### config.mk
export PLATFORM = sky130hd
export DESIGN_NAME = sorted_list_insert_and_dump
export DESIGN_NICKNAME = d
export VERILOG_FILES = /design/src/rtl/slid_pkg.sv /design/src/rtl/slid_datapath.sv /design/src/rtl/slid_ctrl.sv /design/src/rtl/sorted_list_insert_and_dump.sv
export SDC_FILE = /design/constraint.sdc
export NUM_CORES = 2
export LEC_CHECK = 0
export BUFFER_PORTS_ARGS = -buffer_cell sky130_fd_sc_hd__buf_4
export CAP_MARGIN = 40
export CORE_UTILIZATION = 63
export CTS_CLUSTER_SIZE = 8
export DETAILED_ROUTE_END_ITERATION = 8
export HOLD_SLACK_MARGIN = 0.1
export PLACE_DENSITY = 0.79
export SLEW_MARGIN = 20
export SYNTH_ARGS = -nofsm -noshare
export SYNTH_HDL_FRONTEND = slang
export SYNTH_SLANG_ARGS = --single-unit
export TNS_END_PERCENT = 30
### constraint.sdc
create_clock -name i_clk -period 8.2 [get_ports i_clk]
set_input_delay 1.64 -clock i_clk [delete_from_list [all_inputs] [get_ports i_clk]]
set_output_delay 1.64 -clock i_clk [all_outputs]
set_load 0.03 [all_outputs]
### src/rtl/slid_pkg.sv
`default_nettype none

package slid_pkg;

    localparam int CAPACITY = 32;
    localparam int CNT_W    = $clog2(CAPACITY + 1);
    localparam int IDX_W    = (CAPACITY > 1) ? $clog2(CAPACITY) : 1;

    localparam logic OP_INSERT = 1'b0;
    localparam logic OP_DUMP   = 1'b1;

    localparam logic [1:0] ST_INSERTED = 2'd0;
    localparam logic [1:0] ST_FULL     = 2'd1;
    localparam logic [1:0] ST_ELEMENT  = 2'd2;
    localparam logic [1:0] ST_EMPTY    = 2'd3;

    typedef struct packed {
        logic               opcode;
        logic signed [31:0] value;
    } t_in_word;

    typedef struct packed {
        logic [1:0]         status;
        logic signed [31:0] element;
        logic               last;
    } t_out_word;

    // Commands from the controller to the entry datapath.
    typedef struct packed {
        logic             ins_en;
        logic [CNT_W-1:0] count;
        logic             rd_en;
        logic [IDX_W-1:0] rd_idx;
    } t_dp_cmd;

endpackage

`default_nettype wire

### src/rtl/slid_datapath.sv
`default_nettype none

module slid_datapath (
    input  wire logic                        i_clk,
    input  wire slid_pkg::t_dp_cmd           i_cmd,
    input  wire logic signed [31:0]          i_value,
    output logic signed [31:0]               o_element
);
    import slid_pkg::*;

    logic signed [31:0] r_entries [CAPACITY];
    logic signed [31:0] n_entries [CAPACITY];
    logic [CAPACITY-1:0] lt;
    logic signed [31:0] r_element;

    // Each cell compares its own entry with the new value. Because the
    // row is sorted, the cells below the insert point form a prefix.
    always_comb begin
        for (int i = 0; i < CAPACITY; i++) begin
            lt[i] = (CNT_W'(i) < i_cmd.count) && (r_entries[i] < i_value);
        end
        n_entries[0] = lt[0] ? r_entries[0] : i_value;
        for (int i = 1; i < CAPACITY; i++) begin
            if (lt[i]) begin
                n_entries[i] = r_entries[i];
            end else if (lt[i-1]) begin
                n_entries[i] = i_value;
            end else begin
                n_entries[i] = r_entries[i-1];
            end
        end
    end

    always_ff @(posedge i_clk) begin
        if (i_cmd.ins_en) begin
            for (int i = 0; i < CAPACITY; i++) begin
                r_entries[i] <= n_entries[i];
            end
        end
        if (i_cmd.rd_en) begin
            r_element <= r_entries[i_cmd.rd_idx];
        end else begin
            r_element <= '0;
        end
    end

    assign o_element = r_element;

endmodule

`default_nettype wire

### src/rtl/slid_ctrl.sv
`default_nettype none

module slid_ctrl (
    input  wire logic              i_clk,
    input  wire logic              i_rst_n,
    input  wire logic              i_start,
    input  wire logic              i_opcode,
    output logic                   o_busy,
    output slid_pkg::t_dp_cmd      o_cmd,
    output logic                   o_strobe,
    output logic [1:0]             o_status,
    output logic                   o_last
);
    import slid_pkg::*;

    typedef enum logic {
        S_IDLE,
        S_DUMP
    } t_state;

    t_state           r_state, n_state;
    logic [CNT_W-1:0] r_count, n_count;
    logic [IDX_W-1:0] r_idx, n_idx;
    logic             r_strobe, n_strobe;
    logic [1:0]       r_status, n_status;
    logic             r_last, n_last;
    logic             accept;
    logic             idx_last;

    assign accept   = i_start && (r_state == S_IDLE);
    assign idx_last = ({1'b0, r_idx} + (IDX_W + 1)'(1)) == (IDX_W + 1)'(r_count);

    always_comb begin
        n_state  = r_state;
        n_count  = r_count;
        n_idx    = r_idx;
        n_strobe = 1'b0;
        n_status = ST_INSERTED;
        n_last   = 1'b0;
        o_cmd    = '0;
        o_cmd.count  = r_count;
        o_cmd.rd_idx = r_idx;
        case (r_state)
            S_IDLE: begin
                if (accept) begin
                    n_strobe = 1'b1;
                    n_last   = 1'b1;
                    if (i_opcode == OP_INSERT) begin
                        if (r_count >= CNT_W'(CAPACITY)) begin
                            n_status = ST_FULL;
                        end else begin
                            n_status     = ST_INSERTED;
                            o_cmd.ins_en = 1'b1;
                            n_count      = r_count + CNT_W'(1);
                        end
                    end else if (r_count == '0) begin
                        n_status = ST_EMPTY;
                    end else begin
                        // The dump words come out of the dump state.
                        n_strobe = 1'b0;
                        n_last   = 1'b0;
                        n_state  = S_DUMP;
                        n_idx    = '0;
                    end
                end
            end
            S_DUMP: begin
                o_cmd.rd_en = 1'b1;
                n_strobe    = 1'b1;
                n_status    = ST_ELEMENT;
                n_last      = idx_last;
                n_idx       = r_idx + IDX_W'(1);
                if (idx_last) begin
                    n_state = S_IDLE;
                end
            end
            default: begin
                n_state = S_IDLE;
            end
        endcase
    end

    always_ff @(posedge i_clk) begin
        if (!i_rst_n) begin
            r_state  <= S_IDLE;
            r_count  <= '0;
            r_idx    <= '0;
            r_strobe <= 1'b0;
            r_status <= ST_INSERTED;
            r_last   <= 1'b0;
        end else begin
            r_state  <= n_state;
            r_count  <= n_count;
            r_idx    <= n_idx;
            r_strobe <= n_strobe;
            r_status <= n_status;
            r_last   <= n_last;
        end
    end

    assign o_busy   = (r_state == S_DUMP);
    assign o_strobe = r_strobe;
    assign o_status = r_status;
    assign o_last   = r_last;

`ifndef ASSERT_OFF
    a_count_bound: assert property (@(posedge i_clk) disable iff (!i_rst_n)
        r_count <= CNT_W'(CAPACITY))
        else $error("entry count above capacity");

    a_accept_answers: assert property (@(posedge i_clk) disable iff (!i_rst_n)
        (accept && !(i_opcode == OP_DUMP && r_count != '0)) |=> (r_strobe && r_last))
        else $error("accepted word without a single final result");

    a_dump_streams: assert property (@(posedge i_clk) disable iff (!i_rst_n)
        (r_state == S_DUMP) |=> (r_strobe && r_status == ST_ELEMENT))
        else $error("dump cycle without an element word");

    a_last_ends_dump: assert property (@(posedge i_clk) disable iff (!i_rst_n)
        (r_strobe && r_last) |-> (r_state == S_IDLE))
        else $error("final word while still dumping");

    a_dump_keeps_count: assert property (@(posedge i_clk) disable iff (!i_rst_n)
        (r_state == S_DUMP) |=> $stable(r_count))
        else $error("entry count changed during dump");
`endif

endmodule

`default_nettype wire

### src/rtl/sorted_list_insert_and_dump.sv
`default_nettype none

// Channel   Handshake          Payload
// command   start / busy       i_item  (opcode, value)
// result    o_strobe           o_result (status, element, last)
//
// An insert is taken when start is high and busy is low; its status word appears in the next cycle
// and a new command may be taken in that same cycle.
// A dump of N stored values holds busy high and emits one element
// word per cycle, limited by the single read port on the entry row.
// A dump of an empty store answers with one word, like an insert.
// Reset is synchronous and empties the store; the receiver cannot stall.

module sorted_list_insert_and_dump (
    input  wire logic                  i_clk,
    input  wire logic                  i_rst_n,
    input  wire logic                  start,
    output logic                       busy,
    input  wire slid_pkg::t_in_word    i_item,
    output logic                       o_strobe,
    output slid_pkg::t_out_word        o_result
);
    import slid_pkg::*;

    t_dp_cmd            cmd;
    logic [1:0]         status;
    logic               last;
    logic signed [31:0] element;

    slid_ctrl u_ctrl (
        .i_clk    (i_clk),
        .i_rst_n  (i_rst_n),
        .i_start  (start),
        .i_opcode (i_item.opcode),
        .o_busy   (busy),
        .o_cmd    (cmd),
        .o_strobe (o_strobe),
        .o_status (status),
        .o_last   (last)
    );

    slid_datapath u_datapath (
        .i_clk     (i_clk),
        .i_cmd     (cmd),
        .i_value   (i_item.value),
        .o_element (element)
    );

    always_comb begin
        o_result.status  = status;
        o_result.element = element;
        o_result.last    = last;
    end

endmodule

`default_nettype wire
==> out/metrics.cfg <==
[power]
combPwrFrac_pct = 13.9
p_sw_mw = 3.826
power_frac_seq_pct = 45.1
leakagePower_nw = 30.78
p_int_mw = 10.68
vdd_drop_max_v = 0.0001762
power_density_nw_per_um2 = 179.2
swShare_pct = 26.37
clkPwrFrac_pct = 41.1

[global_routing]
grt_start_max_net_pins = 129
grt-ovfl-total = 0
antenna_found_initial = 12
grt_use_total_pct = 36.71
grt_pass1_vias = 51500
grt_pass1_wl_um = 324600

[worst_setup_path]
cp_slowest_cell = or4_1
crit_top_cell = buf_4
rr_worst_depth = 10
cp_data_arrival_time_ns = 6.37
required_ns = 8.72
r2r_slack_ns = 3.94
crit_path_max_fanout = 33
path_cells = buf_4 -> inv_1 -> buf_4 -> ha_1 -> nand4_1 -> or4_1 -> a211oi_1 -> or4_1 -> a211oi_2 -> and4b_1 -> nor2_4 -> buf_4 -> mux2_2
setup.worst_path.start_class = primary input
r2r_end = u_datapath.r_entries[20][9]
critPathBufInv = 4
cpLargestDelayFamily = simple AND/OR/NAND/NOR gates
slowest_delay_ns = 0.56
worstReg2RegStart = u_datapath.r_entries[19][15]
end_kind = register
worst-setup-path-type = in -> reg

[detailed_routing]
final_antenna_net_count = 0
drtIter0Drc = 6283
vias_per_cell = 7.323
wl_um = 217400
post-route-drc-count = 0
num_vias = 51550
post_drt_wl_per_cell_um = 30.89
first_pass_iters = 6

[floorplanning]
die_h_um = 344.2
start_util_pct = 63.48
design.core.area_um2 = 116200
row_count = 125
num_io_pins = 73
die_area_um2 = 118500
die_x_um = 344.2

[synth]
syn_nets = 6353
async_flop_share_pct = 0
avgSynthCellArea_um2 = 13.78
synth_edf_count = 1024
yosysSeqAreaShare_pct = 42.99
synth_area_um2 = 73770
synth-compound-area-share_pct = 7.507
ys_warn_count = 0
synthFlopType = edfxtp_1
synthSimpleGateAreaFrac_pct = 5.075
syn_inst = 5353
synth_top_family_by_area = multiplexers
synth_xor_area_share_pct = 0.2256
synth_mux_area_share_pct = 25.68
synth_seq_cells = 1072
synthAdderAreaFrac_pct = 16.35
synth.distinct_cells = 74

[timing]
setup_viol_count_final = 0
hold_viol_final = 0
worst_slew_pin_slew_ns = 1.130
hold_slack_ns = 0.5965
maxSlewViolCount = 0
fin_setup_tns_ns = 0
rsz0062_at_grt = false
relSlewSlack_pct = 24.68
max_freq_mhz = 170.9
fin_crit_ns = 5.850
post-route-period-util_pct = 71.35
skew_ns = 0.02950

[run]
drv_cap = 0

[clocking]
hold_buffers = 0
htreeDepth = 4
clock-root-buffer = clkbuf_16
clk-insertion-delay-late_ns = 0.77
numCtsBuffers = 152
cts.repair.resized = 0
cts_setup_buffers = 0
cts_tree = yes
cts_sinks = 1072
clk_pin_slew_ns = 0.05
clk_path_buf_depth = 3

[min_path]
hp-start = u_ctrl.r_count[1]
hold_class = reg -> reg
min_path_cells = 2
holdPathEnd = u_ctrl.r_count[1]

[finish]
final_cell_mix = edfxtp_1, ha_1, mux2_2, a21oi_1, mux4_2
final_common_cell = edfxtp_1
drive_above_1_share_pct = 31.22
syn2layout_area_growth_pct = 9.765
finalNetCount = 6424

[place]
gp_congestion = 0.9591
hpwl_um = 154700
port_buffers = 72

[run_status]
outcome = finished clean

[flip-flops by register name (all words and copies together), names as in the netlist]
name                  cells
u_ctrl.o_last             1
u_ctrl.o_strobe           1
u_ctrl.o_busy             1
u_ctrl.r_idx              5
u_datapath.r_entries   1024
u_datapath.o_element     32
u_ctrl.o_status           2
u_ctrl.r_count            6
[cells in the mapped netlist (50+ instances only)]
cell type  number  area (µm²)
a21o_1        170        1276
a21oi_1       326        1632
buf_2          77       385.4
clkbuf_1      162       608.1
edfxtp_1     1024       30750
ha_1          964       12060
mux2_2        900       10130
mux2_4         50       750.7
mux4_2        320        7207
nand2_1       213       799.5
nand3_1        54       270.3
nand4_1        97       606.8
nor2_1        149       559.3
nor2b_1        70       437.9
o21ai_0       158       790.8
[worst min-delay path, delay by kind of cell, from the launching register on]
kind | cells | cell delay (ns)
DFF | 1 | 0.39
AOI/OAI and AO/OA | 1 | 0.07
and+or+nand+nor | 1 | 0.08
[stage by stage]
step                      cells  total power [mW]  utilization, %  instance area, µm²  worst slack (ns)
after detailed placement   6782             8.565           65.72               76370             1.653
final                      7040             14.51           69.68               80970             2.350
after CTS                  7021             14.47           69.47               80730             2.469
after global routing       7038             14.91           69.68               80970             2.246
after global placement     6763             8.459           65.40               76000             1.700
after floorplan            5353             7.823               -               73770             1.454
[layout make-up]
cell class | count | area (µm²)
fillers | 7735 | 35230
multi-input cells | 3944 | 40790
repair buffers | 207 | 1987
inverters | 47 | 176.4
well taps | 1524 | 1907
clock buffers | 231 | 4270
clock inverters | 8 | 91.34
flip-flops and latches | 1072 | 31730
diodes | 7 | 17.52
[routing by layer]
layer,share of wire [%],vias up,track usage [%]
li1,-,21720,-
met1,38,26150,49.06
met2,47,3121,58.18
met3,9.9,561,6.851
met4,4.8,2,17.32
met5,0.0046,-,0
[worst max path at each step]
stage	from	to	slack, ns	depth (start not counted)
final	i_item[14]	u_datapath.r_entries[5][0]	2.35	13
after global routing	i_item[14]	u_datapath.r_entries[5][0]	2.25	13
after CTS	i_item[14]	u_datapath.r_entries[5][0]	2.47	13
after detailed placement	i_item[14]	u_datapath.r_entries[5][0]	1.65	13
after global placement	i_item[14]	u_datapath.r_entries[5][0]	1.70	13
after floorplan	i_item[14]	u_datapath.r_entries[19][0]	1.45	10
[cell families after synthesis]
group,after synthesis
multiplexers,1349
flip-flops,1072
adder cells (fa/ha/maj),964
AO/OA/AOI/OAI,871
AND/OR/NAND/NOR,741
buffers and inverters,337
XOR/XNOR,19
[power groups by stage]
stage               logic, mW  clock network [mW]  registers [mW]
finish                   2.01                5.96            6.54
global route             2.17                6.19            6.55
CTS                      1.96                5.97            6.53
detailed placement       1.94                   0            6.63
global placement         1.83                   0            6.63
floorplan                1.29                   0            6.53
No activity file was read; power rests on OpenSTA's default activity.
